**src/design/kli_pkg.sv**
```systemverilog
// shared types and constants of the keyframe linear interpolator
package kli_pkg;

    // field widths
    localparam int TIME_W  = 24;
    localparam int VALUE_W = 16;
    localparam int INDEX_W = 8;
    localparam int COUNT_W = 5;
    localparam int RATIO_W = 17;

    typedef logic [1:0]         cmd_t;
    typedef logic [1:0]         status_t;
    typedef logic [TIME_W-1:0]  time_t;
    typedef logic signed [VALUE_W-1:0] value_t;

    // command codes
    localparam cmd_t CMD_EVAL  = 2'd0;
    localparam cmd_t CMD_WRITE = 2'd1;
    localparam cmd_t CMD_SET   = 2'd2;
    localparam cmd_t CMD_READ  = 2'd3;

    // status codes
    localparam status_t ST_OK          = 2'd0;
    localparam status_t ST_UNSUPPORTED = 2'd1;
    localparam status_t ST_RANGE       = 2'd2;

    // configuration register indexes
    localparam logic CFG_MODE  = 1'b0;
    localparam logic CFG_COUNT = 1'b1;

    // ratio of one in Q1.16 and steps of the ratio division
    localparam logic [RATIO_W-1:0] RATIO_ONE = 17'h10000;
    localparam logic [4:0]         DIV_STEPS = 5'd16;

endpackage

```
**src/design/kli_ram.sv**
```systemverilog
// generic single-port ram with registered read
module kli_ram #(
    parameter int WIDTH = 16,
    parameter int DEPTH = 16
) (
    input  logic                     clk,
    input  logic                     we,
    input  logic [$clog2(DEPTH)-1:0] addr,
    input  logic [WIDTH-1:0]         wdata,
    output logic [WIDTH-1:0]         rdata
);

    logic [WIDTH-1:0] mem [DEPTH];

    // write port and registered read
    always_ff @(posedge clk)
    begin
        if (we)
        begin
            mem[addr] <= wdata;
        end
        rdata <= mem[addr];
    end

endmodule

```
**src/design/keyframe_linear_interpolator.sv**
```systemverilog
// top level of the keyframe linear interpolator
//
// channel  direction  payload (lowest bit first)
// s_*      in         tdata: query_time, key_index, key_time, key_value; tuser: cmd
// m_*      out        tdata: result_value, result_time, curve_length; tuser: status
// cfg_*    in         cfg_index selects interp_mode (0) or key_count (1), cfg_data
//
// one command at a time; a new command is taken only in idle
// evaluate does one ram read per key of the segment search and runs the
// bit-serial ratio divider for 16 quotient bits
// reset clears control and configuration only; the key tables are not cleared
// a result that is not taken holds the next result before the block returns to idle
module keyframe_linear_interpolator #(
    parameter int MAX_KEYS = 16
) (
    input  logic         clk,
    input  logic         rst_n,
    input  logic         s_tvalid,
    output logic         s_tready,
    input  logic [71:0]  s_tdata,   // query_time, key_index, key_time, key_value
    input  logic [1:0]   s_tuser,   // cmd
    output logic         m_tvalid,
    input  logic         m_tready,
    output logic [63:0]  m_tdata,   // result_value, result_time, curve_length
    output logic [1:0]   m_tuser,   // status
    input  logic         cfg_valid,
    output logic         cfg_ready,
    input  logic         cfg_index,
    input  logic [4:0]   cfg_data
);
    import kli_pkg::*;

    localparam int AW = $clog2(MAX_KEYS);
    localparam logic [8:0] KEYS9 = 9'(MAX_KEYS);

    localparam logic [3:0] S_IDLE = 4'd0;
    localparam logic [3:0] S_EXEC = 4'd1;
    localparam logic [3:0] S_RD   = 4'd2;
    localparam logic [3:0] S_ONE  = 4'd3;
    localparam logic [3:0] S_EV0  = 4'd4;
    localparam logic [3:0] S_SRCH = 4'd5;
    localparam logic [3:0] S_V0   = 4'd6;
    localparam logic [3:0] S_V1   = 4'd7;
    localparam logic [3:0] S_DIV  = 4'd8;
    localparam logic [3:0] S_MUL  = 4'd9;
    localparam logic [3:0] S_ADD  = 4'd10;
    localparam logic [3:0] S_LEN0 = 4'd11;
    localparam logic [3:0] S_LEN1 = 4'd12;
    localparam logic [3:0] S_LEN2 = 4'd13;
    localparam logic [3:0] S_OUT  = 4'd14;

    function automatic logic [AW-1:0] to_addr(input logic [8:0] x);
        return x[AW-1:0];
    endfunction

    logic [3:0]   state_reg, state_next;
    cmd_t         cmd_reg, cmd_next;
    time_t        qt_reg, qt_next;
    logic [7:0]   idx_reg, idx_next;
    time_t        kt_reg, kt_next;
    value_t       kv_reg, kv_next;
    logic [4:0]   n_reg, n_next;
    logic         mode_reg;
    logic [4:0]   count_reg;
    logic [4:0]   seg_reg, seg_next;
    time_t        tcur_reg, tcur_next;
    time_t        tnext_reg, tnext_next;
    value_t       v0_reg, v0_next;
    value_t       v1_reg, v1_next;
    logic [24:0]  rem_reg, rem_next;
    time_t        dvs_reg, dvs_next;
    logic [RATIO_W-1:0] ratio_reg, ratio_next;
    logic [4:0]   cnt_reg, cnt_next;
    logic signed [34:0] prod_reg, prod_next;
    value_t       rv_reg, rv_next;
    time_t        rt_reg, rt_next;
    status_t      st_reg, st_next;
    time_t        tfirst_reg, tfirst_next;
    time_t        len_reg, len_next;
    logic         mval_reg, mval_next;
    logic [63:0]  mdata_reg, mdata_next;
    status_t      muser_reg, muser_next;

    logic         ram_we_t, ram_we_v;
    logic [AW-1:0] ram_addr;
    time_t        ram_tdata;
    logic [15:0]  ram_vdata;
    value_t       rd_v;
    logic [4:0]   n_eff;
    logic [24:0]  rem_sh;
    logic signed [16:0] vdiff;
    logic signed [34:0] acc;

    // key tables
    kli_ram #(.WIDTH(TIME_W), .DEPTH(MAX_KEYS)) u_times (
        .clk   (clk),
        .we    (ram_we_t),
        .addr  (ram_addr),
        .wdata (kt_reg),
        .rdata (ram_tdata)
    );

    kli_ram #(.WIDTH(VALUE_W), .DEPTH(MAX_KEYS)) u_values (
        .clk   (clk),
        .we    (ram_we_v),
        .addr  (ram_addr),
        .wdata (kv_reg),
        .rdata (ram_vdata)
    );

    assign rd_v      = $signed(ram_vdata);
    assign s_tready  = (state_reg == S_IDLE);
    assign cfg_ready = 1'b1;
    assign m_tvalid  = mval_reg;
    assign m_tdata   = mdata_reg;
    assign m_tuser   = muser_reg;

    // effective key count
    assign n_eff = (9'(count_reg) > KEYS9) ? KEYS9[4:0] : count_reg;

    // datapath helpers
    assign rem_sh = {rem_reg[23:0], 1'b0};
    assign vdiff  = $signed({v1_reg[15], v1_reg}) - $signed({v0_reg[15], v0_reg});
    assign acc    = $signed({{3{v0_reg[15]}}, v0_reg, 16'h0000}) + prod_reg
                    + 35'sd32768;

    // configuration registers
    always_ff @(posedge clk or negedge rst_n)
    begin
        if (!rst_n)
        begin
            mode_reg  <= 1'b0;
            count_reg <= '0;
        end
        else if (cfg_valid && cfg_ready)
        begin
            if (cfg_index == CFG_MODE)
            begin
                mode_reg <= cfg_data[0];
            end
            else
            begin
                count_reg <= cfg_data;
            end
        end
    end

    // control registers
    always_ff @(posedge clk or negedge rst_n)
    begin
        if (!rst_n)
        begin
            state_reg <= S_IDLE;
            mval_reg  <= 1'b0;
        end
        else
        begin
            state_reg <= state_next;
            mval_reg  <= mval_next;
        end
    end

    // payload registers
    always_ff @(posedge clk)
    begin
        cmd_reg    <= cmd_next;
        qt_reg     <= qt_next;
        idx_reg    <= idx_next;
        kt_reg     <= kt_next;
        kv_reg     <= kv_next;
        n_reg      <= n_next;
        seg_reg    <= seg_next;
        tcur_reg   <= tcur_next;
        tnext_reg  <= tnext_next;
        v0_reg     <= v0_next;
        v1_reg     <= v1_next;
        rem_reg    <= rem_next;
        dvs_reg    <= dvs_next;
        ratio_reg  <= ratio_next;
        cnt_reg    <= cnt_next;
        prod_reg   <= prod_next;
        rv_reg     <= rv_next;
        rt_reg     <= rt_next;
        st_reg     <= st_next;
        tfirst_reg <= tfirst_next;
        len_reg    <= len_next;
        mdata_reg  <= mdata_next;
        muser_reg  <= muser_next;
    end

    // command sequencer
    always_comb
    begin
        state_next  = state_reg;
        cmd_next    = cmd_reg;
        qt_next     = qt_reg;
        idx_next    = idx_reg;
        kt_next     = kt_reg;
        kv_next     = kv_reg;
        n_next      = n_reg;
        seg_next    = seg_reg;
        tcur_next   = tcur_reg;
        tnext_next  = tnext_reg;
        v0_next     = v0_reg;
        v1_next     = v1_reg;
        rem_next    = rem_reg;
        dvs_next    = dvs_reg;
        ratio_next  = ratio_reg;
        cnt_next    = cnt_reg;
        prod_next   = prod_reg;
        rv_next     = rv_reg;
        rt_next     = rt_reg;
        st_next     = st_reg;
        tfirst_next = tfirst_reg;
        len_next    = len_reg;
        mval_next   = mval_reg;
        mdata_next  = mdata_reg;
        muser_next  = muser_reg;
        ram_we_t    = 1'b0;
        ram_we_v    = 1'b0;
        ram_addr    = '0;

        // output slot drains on a transfer
        if (mval_reg && m_tready)
        begin
            mval_next = 1'b0;
        end

        unique case (state_reg)
            S_IDLE:
            begin
                if (s_tvalid)
                begin
                    cmd_next   = s_tuser;
                    qt_next    = s_tdata[23:0];
                    idx_next   = s_tdata[31:24];
                    kt_next    = s_tdata[55:32];
                    kv_next    = $signed(s_tdata[71:56]);
                    n_next     = n_eff;
                    rv_next    = '0;
                    rt_next    = '0;
                    st_next    = ST_OK;
                    state_next = S_EXEC;
                end
            end
            S_EXEC:
            begin
                state_next = S_LEN0;
                unique case (cmd_reg)
                    CMD_WRITE:
                    begin
                        if ({1'b0, idx_reg} < KEYS9)
                        begin
                            ram_we_t = 1'b1;
                            ram_we_v = 1'b1;
                            ram_addr = to_addr({1'b0, idx_reg});
                        end
                        else
                        begin
                            st_next = ST_RANGE;
                        end
                    end
                    CMD_SET:
                    begin
                        if (idx_reg < {3'b000, n_reg})
                        begin
                            ram_we_v = 1'b1;
                            ram_addr = to_addr({1'b0, idx_reg});
                        end
                        else
                        begin
                            st_next = ST_RANGE;
                        end
                    end
                    CMD_READ:
                    begin
                        if (idx_reg < {3'b000, n_reg})
                        begin
                            ram_addr   = to_addr({1'b0, idx_reg});
                            state_next = S_RD;
                        end
                        else
                        begin
                            st_next = ST_RANGE;
                        end
                    end
                    CMD_EVAL:
                    begin
                        // empty table, single key, unsupported mode, general case
                        priority if (n_reg == 5'd0)
                        begin
                            state_next = S_LEN0;
                        end
                        else if (n_reg == 5'd1)
                        begin
                            ram_addr   = to_addr(9'd0);
                            state_next = S_ONE;
                        end
                        else if (mode_reg)
                        begin
                            st_next = ST_UNSUPPORTED;
                        end
                        else
                        begin
                            ram_addr   = to_addr(9'd0);
                            state_next = S_EV0;
                        end
                    end
                    default:
                    begin
                        state_next = S_LEN0;
                    end
                endcase
            end
            S_RD:
            begin
                rv_next    = rd_v;
                rt_next    = ram_tdata;
                state_next = S_LEN0;
            end
            S_ONE:
            begin
                rv_next    = rd_v;
                state_next = S_LEN0;
            end
            S_EV0:
            begin
                // query before the first key takes the first value
                if (qt_reg < ram_tdata)
                begin
                    rv_next    = rd_v;
                    state_next = S_LEN0;
                end
                else
                begin
                    tcur_next  = ram_tdata;
                    seg_next   = '0;
                    ram_addr   = to_addr(9'd1);
                    state_next = S_SRCH;
                end
            end
            S_SRCH:
            begin
                // first matching segment, else the last one
                if ((qt_reg >= tcur_reg && qt_reg < ram_tdata)
                    || seg_reg == n_reg - 5'd2)
                begin
                    tnext_next = ram_tdata;
                    ram_addr   = to_addr(9'(seg_reg));
                    state_next = S_V0;
                end
                else
                begin
                    tcur_next  = ram_tdata;
                    seg_next   = seg_reg + 5'd1;
                    ram_addr   = to_addr(9'(seg_reg) + 9'd2);
                end
            end
            S_V0:
            begin
                v0_next    = rd_v;
                ram_addr   = to_addr(9'(seg_reg) + 9'd1);
                state_next = S_V1;
            end
            S_V1:
            begin
                v1_next = rd_v;
                // ratio clamps, otherwise divide
                priority if (qt_reg <= tcur_reg)
                begin
                    ratio_next = '0;
                    state_next = S_MUL;
                end
                else if (qt_reg >= tnext_reg)
                begin
                    ratio_next = RATIO_ONE;
                    state_next = S_MUL;
                end
                else
                begin
                    rem_next   = {1'b0, qt_reg - tcur_reg};
                    dvs_next   = tnext_reg - tcur_reg;
                    ratio_next = '0;
                    cnt_next   = DIV_STEPS;
                    state_next = S_DIV;
                end
            end
            S_DIV:
            begin
                // restoring division, one quotient bit per cycle
                if (rem_sh >= {1'b0, dvs_reg})
                begin
                    rem_next   = rem_sh - {1'b0, dvs_reg};
                    ratio_next = {ratio_reg[RATIO_W-2:0], 1'b1};
                end
                else
                begin
                    rem_next   = rem_sh;
                    ratio_next = {ratio_reg[RATIO_W-2:0], 1'b0};
                end
                cnt_next = cnt_reg - 5'd1;
                if (cnt_reg == 5'd1)
                begin
                    state_next = S_MUL;
                end
            end
            S_MUL:
            begin
                prod_next  = 35'(vdiff * $signed({1'b0, ratio_reg}));
                state_next = S_ADD;
            end
            S_ADD:
            begin
                rv_next    = acc[31:16];
                state_next = S_LEN0;
            end
            S_LEN0:
            begin
                if (n_reg == 5'd0)
                begin
                    len_next   = '0;
                    state_next = S_OUT;
                end
                else
                begin
                    ram_addr   = to_addr(9'd0);
                    state_next = S_LEN1;
                end
            end
            S_LEN1:
            begin
                tfirst_next = ram_tdata;
                ram_addr    = to_addr(9'(n_reg) - 9'd1);
                state_next  = S_LEN2;
            end
            S_LEN2:
            begin
                len_next   = ram_tdata - tfirst_reg;
                state_next = S_OUT;
            end
            S_OUT:
            begin
                if (!mval_reg || m_tready)
                begin
                    mval_next  = 1'b1;
                    mdata_next = {len_reg, rt_reg, rv_reg};
                    muser_next = st_reg;
                    state_next = S_IDLE;
                end
            end
            default:
            begin
                state_next = S_IDLE;
            end
        endcase
    end

    // an accepted command starts execution next cycle
    assert property (@(posedge clk) disable iff (!rst_n)
        (s_tvalid && s_tready) |=> (state_reg == S_EXEC))
        else $error("accepted command did not start");

    // the divider never runs with an exhausted step count
    assert property (@(posedge clk) disable iff (!rst_n)
        (state_reg == S_DIV) |-> (cnt_reg != 5'd0))
        else $error("divider step count exhausted");

    // a finished result waits while the output slot is occupied
    assert property (@(posedge clk) disable iff (!rst_n)
        (state_reg == S_OUT && mval_reg && !m_tready) |=> (state_reg == S_OUT))
        else $error("result overwrote an untaken output");

endmodule

```
**config.mk**
```make
export PLATFORM = sky130hd
export DESIGN_NAME = keyframe_linear_interpolator
export DESIGN_NICKNAME = d
export VERILOG_FILES = /design/src/design/kli_pkg.sv /design/src/design/kli_ram.sv /design/src/design/keyframe_linear_interpolator.sv
export SDC_FILE = /design/constraint.sdc
export NUM_CORES = 2
export LEC_CHECK = 0
export ABC_CLOCK_PERIOD_IN_PS = 7440
export CORE_MARGIN = 1.5
export CORE_UTILIZATION = 51
export DETAILED_ROUTE_END_ITERATION = 16
export DONT_BUFFER_PORTS = 1
export PLACE_DENSITY = 0.69
export SLEW_MARGIN = 20
export SYNTH_ARGS = -nofsm -noshare
export SYNTH_HDL_FRONTEND = slang
export SYNTH_SLANG_ARGS = --single-unit
```
**constraint.sdc**
```tcl
create_clock -name clk -period 7.44 [get_ports clk]
set_input_delay 0.372 -clock clk [delete_from_list [all_inputs] [get_ports clk]]
set_output_delay 0.372 -clock clk [all_outputs]
set_load 0.01 [all_outputs]
```
* Word level (Yosys, flattened, before mapping) *
Memories as Yosys holds them, arrays and structs flattened. A register that Yosys moved wholly into a read port is not among the register bits.
Index checks and enable logic that the tools add are counted.

storage, ports and cells
  register bits after elaboration = 433
  bits in writable memories = 640
  input bits = 85
  output and inout port bits = 69
  logic and storage cells = 184
  memories = 2

memories
  name          words  bits a word  rd ports  clocked after memory_dff  wr ports  RTL line       source
  u_times.mem   16     24           1         1                         1         kli_ram.sv:13  logic [WIDTH-1:0] mem [DEPTH];
  u_values.mem  16     16           1         1                         1         kli_ram.sv:13

operators by class
  add/sub/neg operators = 13
  multiply operators = 1
  magnitude comparators = 8
  equality and inequality tests = 35
  multiplexer cells = 65
  bitwise operators = 3
  reductions and logical operators = 30

operators by type and width
  kind                                                                    number
  24-bit one-hot mux with 2 select lines                                  4
  24-bit 2-to-1 mux                                                       7
  24-bit subtractor                                                       4
  16-bit one-hot mux with 4 select lines                                  1
  4-bit one-hot mux with 13 select lines                                  1
  24-bit greater-or-equal comparator                                      2
  4-bit 2-to-1 mux                                                        12
  17-bit 2-to-1 mux                                                       2
  17-bit one-hot mux with 2 select lines                                  1
  32-bit by 17-bit adder with 32-bit output (second input constant)       1
  32-bit adder                                                            1
  17-bit by 18-bit multiplier with 32-bit output                          1
  16-bit 2-to-1 mux                                                       2
  4-bit equality test (second input constant)                             7
  25-bit by 24-bit greater-or-equal comparator with 1-bit output          1
  24-bit less-or-equal comparator                                         1
  24-bit less-than comparator                                             1
  5-bit 2-to-1 mux                                                        4
  2-bit inequality test (second input constant)                           10
  4-bit one-hot mux with 5 select lines                                   1
  5-bit one-hot mux with 2 select lines                                   2
  16-bit by 16-bit subtractor with 17-bit output                          1
  4-bit by 3-bit equality test with 1-bit output (second input constant)  4
  1-bit 2-to-1 mux                                                        16
  37 further kinds                                                        68

* Logic depth before layout (Yosys ltp) *
  depth in word-level cells = 6
  mapped depth = 35
  gate-level depth less buffers = 35

* Modules after synthesis *
From an unflattened synthesis, not the netlist that was laid out.

unflattened totals
  cells, all modules = 3931
  area total of the unflattened synthesis = 56032.5 um2

modules (own cells, without submodules)
  module                        instances  cells each  area an instance (um2)  sequential area each (um2)
  keyframe_linear_interpolator  1          2860        30986.0                 12497.0
  kli_ram (u_times)             1          637         14955.6                 12011.5
  kli_ram (u_values)            1          434         10090.9                 8007.7

* Least setup slack after synthesis *
OpenSTA, ideal clock, no wires.

  kind = reg2reg
  start point = register v0_reg[1]
  end point = register prod_reg[25] (data pin)
  library setup time = 259 ps
  data arrival time = 7658 ps
  required time = 7181 ps
  slack = -477 ps
  cell stages (with the launch flop) = 30
  buffers on the path = 1
  period minus slack after synthesis = 7917 ps
  cell sequence = edfxtp_1 inv_1 ha_1 nor2b_1 o21a_1 o21ai_1 a2111oi_0 or3_1 a221o_1 a21o_1 a21oi_1 xnor2_1 clkbuf_1 nand2_1 fa_1 inv_1 fa_1 fa_1 fa_1 fa_1 fa_1 ha_1 a21o_1 a21o_1 and3_1 or3_1 o21ai_0 nor2_1 or2_2 xor2_1

between the ends
  word-level cells in the longest chain between the ends = 2

ends and longest elaborated chain
  item                                            RTL line                             source
  from (decl)                                     keyframe_linear_interpolator.sv:68   value_t v0_reg, v0_next;
  from (signal assigned)                          keyframe_linear_interpolator.sv:175  v0_reg <= v0_next;
  16-bit by 16-bit subtractor with 17-bit output  keyframe_linear_interpolator.sv:123  assign vdiff = $signed({v1_reg[15], v1_reg}) - $signed({v0_reg[15], v0_reg});
  17-bit by 18-bit multiplier with 32-bit output  keyframe_linear_interpolator.sv:409  prod_next = 35'(vdiff * $signed({1'b0, ratio_reg}));
  to (signal assigned)                            keyframe_linear_interpolator.sv:181  prod_reg <= prod_next;
  to (decl)                                       keyframe_linear_interpolator.sv:74   logic signed [34:0] prod_reg, prod_next;

Every way passes these cells.
A chain may end at the register's enable or synchronous reset.

* Worst setup path in the final report *
  start point = register v0_reg[1]
  end point = register prod_reg[24] (data pin)

Same word-level chain as after synthesis.

==> flow_summary.yaml <==
status:
  outcome: "complete, but fails checks"
  violations: "negative setup slack"
critical_path:
  crit_type: "reg -> reg"
  critPathSlowestCell: "fa_1"
  cp_data_required_time_ns: 7.87
  critical_path_arrival_ns: 8.23
  regToRegSetupSlack_ns: -0.36
  setup.worst_path.end_class: "register"
  cp_max_fo: 5
  cp-start-kind: "register"
  critPathMaxStageDelay_ns: 0.52
yosys:
  synth-seq-cells: 1098
  ys_warn_count: 0
  synth_top_family_by_area: "adder cells"
  synth.top_cells.by_count: "edfxtp_1, inv_1, nand2_1"
  muxShareOfSynthArea_pct: 7.44
  synthSimpleGateAreaFrac_pct: 7.78
  ys.flop_type: "edfxtp_1"
  synthCells: 4329
  synth_edf_count: 1047
  syn_area_sq_um: 57200
  synth_compound_area_share_pct: 7.10
  synth_xor_area_share_pct: 2.02
  synth_area_leaders: "edfxtp_1, fa_1, ha_1"
  async_flop_share_pct: 1.00
  yosysMostFrequentCell: "edfxtp_1"
  synthAdderAreaFrac_pct: 14.5
  syn_area_per_cell_sq_um: 13.2
  synth_cell_type_count: 79
  synth_top_area_share_pct: 55.0
  yosys.area.top_type: "edfxtp_1"
  seq_area_frac_synth_pct: 56.9
  synthesis.nets: 4938
detailed_routing:
  firstDrtPassIters: 5
  via_per_inst: 5.56
  wirelength_um: 129000
  ant_nets: 0
  drt_iter0_markers: 2688
  vias: 34172
  drc: 0
  wl_per_cell_um: 21.0
global_routing:
  grt_max_degree: 130
  antenna_found_initial: 6
  grt_pass1_vias: 34480
  grt.total_usage_pct: 22.9
  overflow: 0
  grt_pass1_wl_um: 199000
floorplanning:
  start_util_pct: 51.5
  io_pins: 154
  die_y_um: 338
  die-area_sq_um: 114000
  rows: 122
  placeableCoreArea_sq_um: 111000
  die_w_um: 338
clock_network:
  cts_made_buffers: 112
  cts_buffer_depth: 3
  clk_latency_ns: 0.71
  cts-root-buf: "clkbuf_16"
  cts_tree: "built"
  cts_max_level: 3
  path_clk_slew_ns: 0.06
  cts.sinks: 1098
placed_design:
  dp_slack_ns: -0.815
  placed_cells: 5843
  place.detailed.hpwl_um: 86500
  portBuffers: 0
  gp_congestion: 0.898
timing:
  worst_pin_slew_ns: 1.11
  setup_viol: 11
  fin_skew_ns: 0.0342
  rsz0062_at_grt: "yes"
  hold_ws_ns: 0.217
  max_freq_ghz: 0.128
  setup_slack_ns: -0.361
  hold_viol: 0
  max_slew_margin_pct: 25.8
  fin_crit_sh_pct: 105
  setup_tns_ns: -2.28
  min_period_ns: 7.80
  final_max_slew_viol_count: 0
layout:
  seq_area_sq_um: 32500
  fillCellCount: 8725
  fin_nets: 5171
  largest_reg_flops: 384
  layout-drive-gt1-share_pct: 11.1
  syn2layout_area_growth_pct: 13.2
  multi_input_area_sq_um: 22600
  final_cells: 6148
  regMostFlops: "u_times.mem"
min_path:
  hp-class: "in -> reg"
job:
  cap_violations: 0
-- cell families after synthesis --
group | count (synthesis)
xor gates and xnor gates | 132
and+or+nand+nor | 920
buffers and inverters | 621
AOI/OAI and AO/OA | 619
other | 1
adders and majority gates | 524
DFF | 1098
muxes | 414
-- per-layer routing --
layer	up-vias	wire (um)	track usage (%)	share of wire, %
li1	15989	-	-	-
met1	17014	56400	31.5	44
met2	951	61100	37.4	47
met3	212	7610	3.52	5.9
met4	6	3670	7.31	2.9
met5	-	32	0	0.025
-- critical path: cells and delay by family (launching register included) --
| kind | cells | cell delay (ns) |
|---|---|---|
| and+or+nand+nor | 7 | 1.50 |
| buffers and inverters | 6 | 0.44 |
| AOI/OAI and AO/OA | 11 | 1.91 |
| adders and majority gates | 8 | 3.15 |
| xor gates and xnor gates | 1 | 0.15 |
| DFF | 1 | 0.39 |
-- placed cells by master, fill, tap and decap left out, drive strengths merged, types with 18 or more instances in the layout --
master          n
edfxtp       1047
inv           469
nand2         342
mux2i         328
ha            295
fa            229
buf           185
o21ai         165
nor2          154
clkbuf        142
a21oi         135
and2          114
dlygate4sd3    89
xnor2          87
mux2           86
nor2b          72
a21o           66
clkinv         50
nor3           48
xor2           45
a22oi          43
o221ai         41
dfxtp          40
nand2b         37
nand3          36
nor4           34
a211oi         27
o21a           20
and3           20
nand4          19
a31oi          19
or3            18
-- what timing repair did --
item / 4_1_cts / 5_1_grt
endpoints found under the hold margin: 95 / 0
endpoints found under the setup margin: 14 / 15
pin swaps: 11 / 20
hold buffers: 89 / 0
gates resized for setup: 22 / 24
buffers inserted: 2 / 1
-- path summary, 6_finish.rpt --
kind	start	endpoint	cells past startpoint
max	v0_reg[1]	prod_reg[24]	33
min	s_tvalid	st_reg[0]	2
max reg2reg	v0_reg[1]	prod_reg[24]	33
min reg2reg	rt_reg[9]	m_tdata[25]	0
max in group asynchronous	rst_n	count_reg[2]	1
min in group asynchronous	rst_n	state_reg[0]	1
-- layout make-up --
| type | count | area share, % |
|---|---|---|
| diodes | 2 | 0.00773 |
| clock buffers | 142 | 4.60 |
| clock inverters | 68 | 0.988 |
| inverters | 466 | 2.71 |
| multi-input cells | 2610 | 34.9 |
| flip-flops and latches | 1098 | 50.2 |
| well taps | 1488 | 2.88 |
| repair buffers | 274 | 3.67 |
-- stage by stage --
| step | utilization (%) | area [sq um] |
|---|---|---|
| 4_1_cts | 58.2 | 64600 |
| 6_report | 58.3 | 64700 |
| 3_5_place_dp | 54.0 | 59900 |
| 5_1_grt | 58.3 | 64700 |
| 3_3_place_gp | 54.0 | 59900 |
| 2_1_floorplan | - | 57200 |
Power is left out: the tool's default activity adds up to more than one toggle a clock period on the data nets, which glitch-free logic cannot reach.
